**src/hdl/double_step_line_rasterizer_core_macros.svh**
```systemverilog
// assertion macros for the double-step line rasterizer
`ifndef DOUBLE_STEP_LINE_RASTERIZER_CORE_MACROS_SVH
`define DOUBLE_STEP_LINE_RASTERIZER_CORE_MACROS_SVH

// property checked on every rising clock edge outside reset
`define DSLR_ASSERT(label, clk, rstn, prop, msg) \
  label: assert property (@(posedge clk) disable iff (!rstn) (prop)) else $error(msg);

// check that a property holds in the cycle after its condition
`define DSLR_ASSERT_NEXT(label, clk, rstn, cond, prop, msg) \
  label: assert property (@(posedge clk) disable iff (!rstn) (cond) |=> (prop)) \
    else $error(msg);

`endif

```
**src/hdl/dslr_pkg.sv**
```systemverilog
// package: shared types and constants of the line rasterizer
`default_nettype none
package dslr_pkg;
  localparam int unsigned CoordBitsDef = 12;
  localparam int unsigned GroupMax = 4;
  localparam int unsigned OutDepth = 8;

  typedef enum logic [0:0] {
    ActStart = 1'b0,
    ActStep  = 1'b1
  } action_e;
endpackage
`default_nettype wire

```
**src/hdl/dslr_front.sv**
```systemverilog
// front end: decodes items, sets up lines from endpoints into a queue word
`default_nettype none
module dslr_front #(
  parameter int unsigned CoordBits = dslr_pkg::CoordBitsDef
) (
  input  wire logic                        clk_i,
  input  wire logic                        rst_ni,
  input  wire logic                        valid_i,
  output logic                             ready_o,
  input  wire logic                        action_i,
  input  wire logic signed [CoordBits-1:0] start_x_i,
  input  wire logic signed [CoordBits-1:0] start_y_i,
  input  wire logic signed [CoordBits-1:0] end_x_i,
  input  wire logic signed [CoordBits-1:0] end_y_i,
  output logic                             valid_o,
  input  wire logic                        ready_i,
  output logic                             action_o,
  output logic                             span_o,
  output logic                             swap_o,
  output logic                             neg_o,
  output logic signed [CoordBits-1:0]      fmaj_o,
  output logic signed [CoordBits-1:0]      fmin_o,
  output logic signed [CoordBits-1:0]      bmaj_o,
  output logic signed [CoordBits-1:0]      bmin_o,
  output logic [CoordBits:0]               dx_o,
  output logic [CoordBits:0]               dy_o
);
  import dslr_pkg::*;
  localparam int unsigned W = CoordBits + 1;

  logic valid_q;
  logic action_q, span_q, swap_q, neg_q;
  logic signed [CoordBits-1:0] fmaj_q, fmin_q, bmaj_q, bmin_q;
  logic [W-1:0] dx_q, dy_q;

  logic signed [W-1:0] ddx, ddy;
  logic [W-1:0] adx, ady;
  logic nx, ny, steep, ex, ey, flip;
  logic signed [CoordBits-1:0] a1, b1, a2, b2;
  logic span_d, swap_d, neg_d;
  logic signed [CoordBits-1:0] fmaj_d, fmin_d, bmaj_d, bmin_d;
  logic [W-1:0] dx_d, dy_d;

  assign ready_o = !valid_q || ready_i;

  always_comb begin
    ex = (start_x_i == end_x_i);
    ey = (start_y_i == end_y_i);
    ddx = W'(end_x_i) - W'(start_x_i);
    ddy = W'(end_y_i) - W'(start_y_i);
    nx = ddx[W-1];
    ny = ddy[W-1];
    adx = nx ? W'(-ddx) : W'(ddx);
    ady = ny ? W'(-ddy) : W'(ddy);
    steep = ady > adx;
    a1 = steep ? start_y_i : start_x_i;
    b1 = steep ? start_x_i : start_y_i;
    a2 = steep ? end_y_i : end_x_i;
    b2 = steep ? end_x_i : end_y_i;
    flip = a1 > a2;
    span_d = ex || ey;
    neg_d = nx ^ ny;
    dx_d = steep ? ady : adx;
    dy_d = steep ? adx : ady;
    if (span_d) begin
      swap_d = ex;
      fmin_d = ex ? start_x_i : start_y_i;
      bmin_d = fmin_d;
      if (ex) begin
        fmaj_d = (start_y_i < end_y_i) ? start_y_i : end_y_i;
        bmaj_d = (start_y_i < end_y_i) ? end_y_i : start_y_i;
      end else begin
        fmaj_d = (start_x_i < end_x_i) ? start_x_i : end_x_i;
        bmaj_d = (start_x_i < end_x_i) ? end_x_i : start_x_i;
      end
    end else begin
      swap_d = steep;
      fmaj_d = flip ? a2 : a1;
      fmin_d = flip ? b2 : b1;
      bmaj_d = flip ? a1 : a2;
      bmin_d = flip ? b1 : b2;
    end
  end

  always_ff @(posedge clk_i or negedge rst_ni) begin
    if (!rst_ni) begin
      valid_q <= 1'b0;
    end else if (ready_o) begin
      valid_q <= valid_i;
    end
  end

  always_ff @(posedge clk_i) begin
    if (ready_o && valid_i) begin
      action_q <= action_i;
      span_q <= span_d;
      swap_q <= swap_d;
      neg_q <= neg_d;
      fmaj_q <= fmaj_d;
      fmin_q <= fmin_d;
      bmaj_q <= bmaj_d;
      bmin_q <= bmin_d;
      dx_q <= dx_d;
      dy_q <= dy_d;
    end
  end

  assign valid_o = valid_q;
  assign action_o = action_q;
  assign span_o = span_q;
  assign swap_o = swap_q;
  assign neg_o = neg_q;
  assign fmaj_o = fmaj_q;
  assign fmin_o = fmin_q;
  assign bmaj_o = bmaj_q;
  assign bmin_o = bmin_q;
  assign dx_o = dx_q;
  assign dy_o = dy_q;
endmodule
`default_nettype wire

```
**src/hdl/dslr_back.sv**
```systemverilog
// back end: line state and pixel group generation into an output queue
`default_nettype none
module dslr_back #(
  parameter int unsigned CoordBits = dslr_pkg::CoordBitsDef
) (
  input  wire logic                        clk_i,
  input  wire logic                        rst_ni,
  input  wire logic                        valid_i,
  output logic                             ready_o,
  input  wire logic                        action_i,
  input  wire logic                        span_i,
  input  wire logic                        swap_i,
  input  wire logic                        neg_i,
  input  wire logic signed [CoordBits-1:0] fmaj_i,
  input  wire logic signed [CoordBits-1:0] fmin_i,
  input  wire logic signed [CoordBits-1:0] bmaj_i,
  input  wire logic signed [CoordBits-1:0] bmin_i,
  input  wire logic [CoordBits:0]          dx_i,
  input  wire logic [CoordBits:0]          dy_i,
  output logic                             empty_o,
  input  wire logic                        pop_i,
  output logic signed [CoordBits-1:0]      pixel_x_o,
  output logic signed [CoordBits-1:0]      pixel_y_o,
  output logic                             line_done_o,
  output logic                             group_last_o
);
  import dslr_pkg::*;
  `include "double_step_line_rasterizer_core_macros.svh"

  localparam int unsigned EW = CoordBits + 5;
  localparam int unsigned PW = 2 * CoordBits + 2;
  localparam int unsigned AW = $clog2(OutDepth);

  typedef enum logic [3:0] {
    ModeIdle = 4'b0001,
    ModeSpan = 4'b0010,
    ModeLow  = 4'b0100,
    ModeHigh = 4'b1000
  } mode_e;

  mode_e mode_q, mode_d;
  logic signed [CoordBits-1:0] fmaj_q, fmaj_d, fmin_q, fmin_d;
  logic signed [CoordBits-1:0] bmaj_q, bmaj_d, bmin_q, bmin_d;
  logic signed [EW-1:0] err_q, err_d, inc1_q, inc1_d, inc2_q, inc2_d, bnd_q, bnd_d;
  logic neg_q, neg_d, swap_q, swap_d, pend_q, pend_d;
  logic [CoordBits-2:0] iter_q, iter_d;
  logic [1:0] left_q, left_d;

  logic [PW-1:0] mem_q [OutDepth];
  logic [AW-1:0] wp_q, rp_q;
  logic [AW:0] cnt_q, cnt_d;

  logic [PW-1:0] px [GroupMax];
  logic [2:0] n;
  logic done;
  logic take;
  logic signed [CoordBits-1:0] s;
  logic [2:0] pat;
  logic stf, stb;
  logic signed [CoordBits-1:0] mj [GroupMax];
  logic signed [CoordBits-1:0] mn [GroupMax];
  logic signed [EW-1:0] edx, edy, i2;
  logic [CoordBits:0] dm1;
  logic pop_ok;

  assign ready_o = (cnt_q <= (AW+1)'(OutDepth - GroupMax));
  assign take = valid_i && ready_o;
  assign pop_ok = pop_i && !empty_o;

  always_comb begin
    mode_d = mode_q; fmaj_d = fmaj_q; fmin_d = fmin_q; bmaj_d = bmaj_q;
    bmin_d = bmin_q; err_d = err_q; inc1_d = inc1_q; inc2_d = inc2_q;
    bnd_d = bnd_q; neg_d = neg_q; swap_d = swap_q; pend_d = pend_q;
    iter_d = iter_q; left_d = left_q;
    n = 3'd0; done = 1'b0; pat = 3'd1; stf = 1'b0; stb = 1'b0;
    s = neg_q ? -CoordBits'(1) : CoordBits'(1);
    edx = EW'(dx_i); edy = EW'(dy_i);
    i2 = (edy <<< 2) - (edx <<< 1);
    dm1 = dx_i - (CoordBits+1)'(1);
    for (int k = 0; k < GroupMax; k++) begin
      mj[k] = fmaj_q; mn[k] = fmin_q;
    end
    if (mode_q == ModeLow) begin
      pat = err_q < 0 ? 3'd1 : (err_q < bnd_q ? 3'd2 : 3'd3);
    end else begin
      pat = err_q > 0 ? 3'd4 : (err_q < bnd_q ? 3'd2 : 3'd3);
    end
    stf = (pat == 3'd3) || (pat == 3'd4);
    stb = (pat == 3'd2) || (pat == 3'd4);
    if (take && action_i == ActStart) begin
      neg_d = 1'b0; swap_d = swap_i; pend_d = 1'b0;
      iter_d = '0; left_d = '0; err_d = '0; inc1_d = '0; inc2_d = '0; bnd_d = '0;
      fmaj_d = fmaj_i; fmin_d = fmin_i; bmaj_d = bmaj_i;
      if (span_i) begin
        mode_d = ModeSpan; bmin_d = '0;
      end else begin
        bmin_d = bmin_i; neg_d = neg_i; pend_d = 1'b1;
        iter_d = dm1[CoordBits:2];
        left_d = dm1[1:0];
        inc2_d = i2;
        if (i2 < 0) begin
          mode_d = ModeLow; bnd_d = edy <<< 1; inc1_d = edy <<< 2;
          err_d = (edy <<< 2) - edx;
        end else begin
          mode_d = ModeHigh; bnd_d = (edy - edx) <<< 1;
          inc1_d = (edy - edx) <<< 2; err_d = ((edy - edx) <<< 2) + edx;
        end
      end
    end else if (take && mode_q == ModeSpan) begin
      for (int k = 0; k < GroupMax; k++) begin
        mj[k] = fmaj_q + CoordBits'(k);
      end
      if (((bmaj_q - fmaj_q) < CoordBits'(GroupMax) && !(bmaj_q < fmaj_q))
          || (bmaj_q <= fmaj_q)) begin
        n = (bmaj_q <= fmaj_q) ? 3'd1 : 3'(bmaj_q - fmaj_q + 1);
        done = 1'b1;
      end else begin
        n = 3'd4;
        fmaj_d = fmaj_q + CoordBits'(GroupMax);
      end
    end else if (take && mode_q != ModeIdle) begin
      if (pend_q) begin
        mj[1] = bmaj_q; mn[1] = bmin_q; n = 3'd2; pend_d = 1'b0;
        done = (iter_q == '0) && (left_q == '0);
      end else if (iter_q != '0) begin
        mj[0] = fmaj_q + CoordBits'(1); mn[0] = stf ? fmin_q + s : fmin_q;
        mj[1] = fmaj_q + CoordBits'(2); mn[1] = stb ? mn[0] + s : mn[0];
        mj[2] = bmaj_q - CoordBits'(1); mn[2] = stf ? bmin_q - s : bmin_q;
        mj[3] = bmaj_q - CoordBits'(2); mn[3] = stb ? mn[2] - s : mn[2];
        n = 3'd4;
        fmaj_d = mj[1]; fmin_d = mn[1]; bmaj_d = mj[3]; bmin_d = mn[3];
        err_d = err_q + (((pat == 3'd1) || (pat == 3'd4)) ? inc1_q : inc2_q);
        iter_d = iter_q - (CoordBits-1)'(1);
        done = (iter_d == '0) && (left_q == '0);
      end else begin
        mj[0] = fmaj_q + CoordBits'(1); mn[0] = stf ? fmin_q + s : fmin_q;
        mj[1] = fmaj_q + CoordBits'(2); mn[1] = stb ? mn[0] + s : mn[0];
        mj[2] = bmaj_q - CoordBits'(1);
        mn[2] = (pat == 3'd4 || (pat == 3'd3 && (mode_q == ModeLow || err_q > bnd_q)))
                ? bmin_q - s : bmin_q;
        n = 3'(left_q);
        left_d = '0;
        done = 1'b1;
      end
    end
    if (done) mode_d = ModeIdle;
    for (int k = 0; k < GroupMax; k++) begin
      px[k] = swap_q ? {mn[k], mj[k], (3'(k) + 3'd1 == n) && done, 3'(k) + 3'd1 == n}
                     : {mj[k], mn[k], (3'(k) + 3'd1 == n) && done, 3'(k) + 3'd1 == n};
    end
    cnt_d = cnt_q + (AW+1)'(n) - (AW+1)'(pop_ok);
  end

  always_ff @(posedge clk_i or negedge rst_ni) begin
    if (!rst_ni) begin
      mode_q <= ModeIdle; fmaj_q <= '0; fmin_q <= '0; bmaj_q <= '0; bmin_q <= '0;
      err_q <= '0; inc1_q <= '0; inc2_q <= '0; bnd_q <= '0; neg_q <= 1'b0;
      swap_q <= 1'b0; pend_q <= 1'b0; iter_q <= '0; left_q <= '0;
      wp_q <= '0; rp_q <= '0; cnt_q <= '0;
    end else begin
      mode_q <= mode_d; fmaj_q <= fmaj_d; fmin_q <= fmin_d; bmaj_q <= bmaj_d;
      bmin_q <= bmin_d; err_q <= err_d; inc1_q <= inc1_d; inc2_q <= inc2_d;
      bnd_q <= bnd_d; neg_q <= neg_d; swap_q <= swap_d; pend_q <= pend_d;
      iter_q <= iter_d; left_q <= left_d;
      wp_q <= wp_q + AW'(n);
      rp_q <= rp_q + AW'(pop_ok);
      cnt_q <= cnt_d;
    end
  end

  always_ff @(posedge clk_i) begin
    for (int k = 0; k < GroupMax; k++) begin
      if (3'(k) < n) mem_q[wp_q + AW'(k)] <= px[k];
    end
  end

  assign empty_o = (cnt_q == '0);
  assign pixel_x_o = mem_q[rp_q][PW-1 -: CoordBits];
  assign pixel_y_o = mem_q[rp_q][PW-1-CoordBits -: CoordBits];
  assign line_done_o = mem_q[rp_q][1];
  assign group_last_o = mem_q[rp_q][0];

  `DSLR_ASSERT(a_cnt_bound, clk_i, rst_ni, cnt_q <= (AW+1)'(OutDepth), "queue overflow")
  `DSLR_ASSERT(a_done_last, clk_i, rst_ni, !empty_o && line_done_o |-> group_last_o,
               "line end not group end")
  `DSLR_ASSERT_NEXT(a_idle_done, clk_i, rst_ni, done,
                    mode_q == ModeIdle || $past(take && action_i == ActStart),
                    "mode not idle after line end")
endmodule
`default_nettype wire

```
**src/hdl/double_step_line_rasterizer_core.sv**
```systemverilog
// top level: double-step line rasterizer with decoupled setup and drawing
// usage:
//   input queue: push with action_i and endpoints, accepted when full low
//   action 0 loads a line (no pixels), action 1 asks for the next pixel group
//   result queue: pixel words are on the ports while empty is low, pop
//   takes the oldest; group_last_o ends a group, line_done_o ends a line
//   path: a pushed item passes the setup register, then the drawing stage
//   writes its group into the pixel queue, where it becomes readable
//   throughput: one item per cycle while the 8-word pixel queue has room
//   for a whole group of four; the drawing loop is one iteration per cycle
//   a stalled reader fills the pixel queue, then full rises; nothing lost
//   reset clears both stages and the queue, no line is active after reset
`default_nettype none
module double_step_line_rasterizer_core #(
  parameter int unsigned CoordBits = dslr_pkg::CoordBitsDef
) (
  input  wire logic                        clk_i,
  input  wire logic                        rst_ni,
  input  wire logic                        push,
  output logic                             full,
  input  wire logic                        action_i,
  input  wire logic signed [CoordBits-1:0] start_x_i,
  input  wire logic signed [CoordBits-1:0] start_y_i,
  input  wire logic signed [CoordBits-1:0] end_x_i,
  input  wire logic signed [CoordBits-1:0] end_y_i,
  output logic                             empty,
  input  wire logic                        pop,
  output logic signed [CoordBits-1:0]      pixel_x_o,
  output logic signed [CoordBits-1:0]      pixel_y_o,
  output logic                             line_done_o,
  output logic                             group_last_o
);
  import dslr_pkg::*;

  logic fr_ready, q_valid, q_ready, q_action, q_span, q_swap, q_neg;
  logic signed [CoordBits-1:0] q_fmaj, q_fmin, q_bmaj, q_bmin;
  logic [CoordBits:0] q_dx, q_dy;

  assign full = !fr_ready;

  dslr_front #(.CoordBits(CoordBits)) u_front (
    .clk_i, .rst_ni, .valid_i(push), .ready_o(fr_ready), .action_i,
    .start_x_i, .start_y_i, .end_x_i, .end_y_i,
    .valid_o(q_valid), .ready_i(q_ready), .action_o(q_action), .span_o(q_span),
    .swap_o(q_swap), .neg_o(q_neg), .fmaj_o(q_fmaj), .fmin_o(q_fmin),
    .bmaj_o(q_bmaj), .bmin_o(q_bmin), .dx_o(q_dx), .dy_o(q_dy)
  );

  dslr_back #(.CoordBits(CoordBits)) u_back (
    .clk_i, .rst_ni, .valid_i(q_valid), .ready_o(q_ready), .action_i(q_action),
    .span_i(q_span), .swap_i(q_swap), .neg_i(q_neg), .fmaj_i(q_fmaj),
    .fmin_i(q_fmin), .bmaj_i(q_bmaj), .bmin_i(q_bmin), .dx_i(q_dx), .dy_i(q_dy),
    .empty_o(empty), .pop_i(pop), .pixel_x_o, .pixel_y_o, .line_done_o,
    .group_last_o
  );
endmodule
`default_nettype wire

```
**config.mk**
```make
export PLATFORM = sky130hd
export DESIGN_NAME = double_step_line_rasterizer_core
export DESIGN_NICKNAME = d
export VERILOG_FILES = /design/src/hdl/dslr_pkg.sv /design/src/hdl/dslr_front.sv /design/src/hdl/dslr_back.sv /design/src/hdl/double_step_line_rasterizer_core.sv
export VERILOG_INCLUDE_DIRS = /design/src /design/src/hdl
export SDC_FILE = /design/constraint.sdc
export NUM_CORES = 2
export LEC_CHECK = 0
export BUFFER_PORTS_ARGS = -buffer_cell sky130_fd_sc_hd__buf_2
export CAP_MARGIN = 10
export CORE_ASPECT_RATIO = 0.7
export CORE_UTILIZATION = 45
export CTS_BUF_LIST = sky130_fd_sc_hd__clkbuf_4 sky130_fd_sc_hd__clkbuf_8
export DETAILED_ROUTE_END_ITERATION = 8
export SYNTH_ARGS = -nofsm -noshare
export SYNTH_HDL_FRONTEND = slang
export SYNTH_HIERARCHICAL = 1
export SYNTH_SLANG_ARGS = --single-unit
```
**constraint.sdc**
```tcl
create_clock -name clk_i -period 6.6 [get_ports clk_i]
set_input_delay 0.33 -clock clk_i [delete_from_list [all_inputs] [get_ports clk_i]]
set_output_delay 0.33 -clock clk_i [all_outputs]
set_load 0.005 [all_outputs]
```
==> qor.csv <==
stage,metric,value,unit
yosys,synth_seq_area_share,31.0,%
floorplan,design.core.area,0.0828,mm²
critical_path,reg2reg_from,u_back/err_q[16],
floorplan,die_h,245,µm
min_path,whs_path_depth,3,
detailed_routing,drtIter0Drc,6110,
yosys,async_flop_share,30.4,%
yosys,avgSynthCellArea,8.46,µm²
timing,fin_skew,0.0477,ns
critical_path,cp_slowest_stage_delay,0.97,ns
finish,fillers,7931,
critical_path,critPathTopFamily,compound AO/OA/AOI/OAI gates,
finish,final_area,0.0425,mm²
grt,overflow,0,
yosys,yosysWarnings,6,
critical_path,critPathRequiredTime,7.01,ns
timing,hold_viol,0,
yosys,synthTopCellsByCount,"441 x nand2_1, 440 x o21ai_0, 421 x a21oi_1",
floorplan,dieWidth,349,µm
timing,setup_viol,0,
min_path,min_from,start_x_i[9],
grt,antenna_found_initial,7,
critical_path,ff2ff_path_depth,21,
yosys,synth_edf_count,286,
timing,slew_headroom,11.6,%
min_path,hold_end,u_front/bmin_o[9],
detailed_routing,vias,38300,
yosys,yosysMostFrequentCell,nand2_1,
finish,drive_above_1_share,15.0,%
clock_tree,cts.sinks,411,
grt,grt_pass1_vias,34400,
clock_tree,cts-htree-levels,3,
timing,fmax,154,MHz
detailed_routing,routedWlPerCell,27.8,µm
critical_path,cp.depth,21,
timing,finalMaxSlewViolations,0,
placed_design,postPlaceCellArea,0.0409,mm²
detailed_routing,drtAntennaViolNets,0,
finish,multiInputGateArea,0.0244,mm²
floorplan,pin_count,81,
finish,regArea,0.0117,mm²
clock_tree,clockRootBuffer,clkbuf_8,
placed_design,hpwl,119000,µm
clock_tree,clkLatencyLatePin,0.76,ns
detailed_routing,drc,20,
yosys,yosys.area.top_type,edfxtp_1,
run,maxCapViolCount,0,
yosys,syn_nets,4749,
detailed_routing,wl,161000,µm
clock_tree,cts.clk_slew.worst_paths,0.06,ns
critical_path,crit_fanout,19,
timing,rsz0062_at_grt,false,
outcome,violations,DRC,
critical_path,start_kind,flop,
clock_tree,cts_max_path_buffers,3,
yosys,synth-seq-cells,411,
placed_design,port_buffers,80,
detailed_routing,drt-vias-per-instance,6.58,
critical_path,critPathSlowestCell,o2bb2ai_1,
critical_path,regToRegSetupSlack,0.10,ns
finish,area_growth,12.3,%
yosys,synthCells,4475,
clock_tree,post_cts_buffers,0,
yosys,synth_ff_type,edfxtp_1,
floorplan,rows,88,
critical_path,worstPathCellList,ha_1 -> inv_1 -> a22o_1 -> o2bb2ai_1 -> nor3_2 -> buf_12 -> nand2_1 -> nand2_1 -> ha_1 -> and3_1 -> nand2_1 -> or4_1 -> a41o_1 -> a311oi_2 -> buf_4 -> nor3_1 -> a21oi_1 -> o211ai_2 -> xnor2_1 -> o31a_4 -> mux2i_1,
finish,layout.cells.non_filler,5814,
yosys,yosys-top-cells-area,"edfxtp_1 23%, dfrtp_1 8.2%, ha_1 6.9%, o21ai_0 5.8%, a21oi_1 5.6%",
critical_path,worst_setup_path_end_kind,flop,
yosys,synth.distinct_cells,114,
timing,tns,0,ns
critical_path,timing.rr.end,u_back/mem_q[1][25],
critical_path,critPathBufInv,3,
critical_path,critical_path_class,reg -> reg,
yosys,syn_area,0.0379,mm²
grt,grt.total_usage,37.0,%
placed_design,gp_congestion,1.10,
min_path,min_path_type,in -> reg,
outcome,status,"complete, but fails checks",
timing,period_minus_slack,6.50,ns
clock_tree,cts_tree,done,
clock_tree,cts_buffers,73,
finish,fin_util,51.4,%
timing,finalCritPeriodShare,98.5,%
grt,grt_max_degree,95,
finish,nNetsFinal,4905,
grt,grt_pass1_wl,235000,µm
detailed_routing,drtPass1Iterations,9,
placed_design,dp_cells,5668,
critical_path,crit_top_cell,nand2_1,
yosys,netlist.area_leader.share,22.7,%
floorplan,initial_core_util,45.7,%
timing,worstMarginPinSlew,1.32,ns
critical_path,cp.arrival,6.91,ns
floorplan,dieArea,0.0853,mm²
[routing by layer]
layer  up-vias  global-route usage [%]  wire length (µm)
li1      17100                       -                 -
met1     18300                    56.1             72300
met2      2604                    47.2             59700
met3       343                    15.2             25400
met4         8                    8.98              4110
met5         -                       0                59
[sequential cells by signal (all words and copies together) (netlist names), 3 cells and up]
| register | count |
|---|---|
| u_back/bmaj_q | 12 |
| u_back/bmin_q | 12 |
| u_back/cnt_q | 4 |
| u_back/err_q | 17 |
| u_back/fmaj_q | 12 |
| u_back/fmin_q | 12 |
| u_back/inc1_q | 14 |
| u_back/inc2_q | 15 |
| u_back/iter_q | 11 |
| u_back/mem_q | 208 |
| u_back/mode_q | 4 |
| u_back/rp_q | 3 |
| u_back/wp_q | 3 |
| u_front/bmaj_o | 12 |
| u_front/bmin_o | 12 |
| u_front/dx_o | 13 |
| u_front/dy_o | 13 |
| u_front/fmaj_o | 12 |
| u_front/fmin_o | 12 |
[cell usage in the layout, fill, tap and decap left out, drive strengths merged, types with 126 or more instances in the layout]
| cell | instances |
|---|---|
| a21oi | 426 |
| buf | 366 |
| edfxtp | 286 |
| ha | 209 |
| inv | 171 |
| mux2i | 187 |
| nand2 | 441 |
| nor2 | 402 |
| o211ai | 126 |
| o21ai | 477 |
[metrics by stage]
step | hold slack (ns) | worst slack [ns]
floorplan | 0.0344 | 0.00733
global placement | 0.445 | 0.102
detailed placement | 0.444 | 0.00639
CTS | 0.00582 | 0.407
global route | 0.0603 | 0.0152
finish | 0.0619 | 0.100
[cells by family (layout without fill, tap and decap cells)]
kind of cell | Yosys count | count (layout) | share of synthesized area (%)
mux | 325 | 325 | 10.6
buf+inv | 473 | 685 | 4.97
flops | 411 | 411 | 31.0
fa+ha+maj | 221 | 221 | 7.54
other cells | 0 | 2 | 0
xor+xnor | 173 | 173 | 4.04
compound gates | 1562 | 1562 | 26.0
simple gates | 1310 | 1310 | 15.9
[timing repair]
item                                    CTS  global route
endpoints found under the setup margin    0            45
gates resized for setup                   0             5
endpoints found under the hold margin    88             0
hold buffers                             12             0
[worst register-to-register path: cells and delay by family, from the launching register on]
kind / cells / cell delay, ns
compound gates: 7 / 2.64
xor+xnor: 1 / 0.60
fa+ha+maj: 2 / 0.76
buf+inv: 3 / 0.48
flops: 1 / 0.46
mux: 1 / 0.19
simple gates: 7 / 1.05
[worst max-delay path by stage]
| stage | slack (ns) | end | from |
|---|---|---|---|
| final | 0.10 | u_back/mem_q[1][25] | u_back/err_q[16] |
| after global routing | 0.02 | u_front/fmaj_o[8] | start_x_i[5] |
| after CTS | 0.41 | u_front/fmin_o[9] | start_x_i[6] |
| after detailed placement | 0.006 | u_front/fmin_o[9] | end_y_i[0] |
| after global placement | 0.10 | u_front/fmin_o[9] | end_y_i[0] |
| after floorplan | 0.007 | u_front/bmaj_o[0] | start_y_i[2] |
[area by class of cell]
cell class                 instances  area share, %
antenna                            2         0.0118
sequential                       411           27.6
timing repair buffer             378           6.68
multi-input combinational       3591           57.3
tap                             1125           3.31
clock buffer                      98           2.91
clock inverter                    33          0.647
inverter                         176           1.55
Power is not shown: default switching activity piles up to over one toggle a cycle in this logic, so the estimate is an artifact.
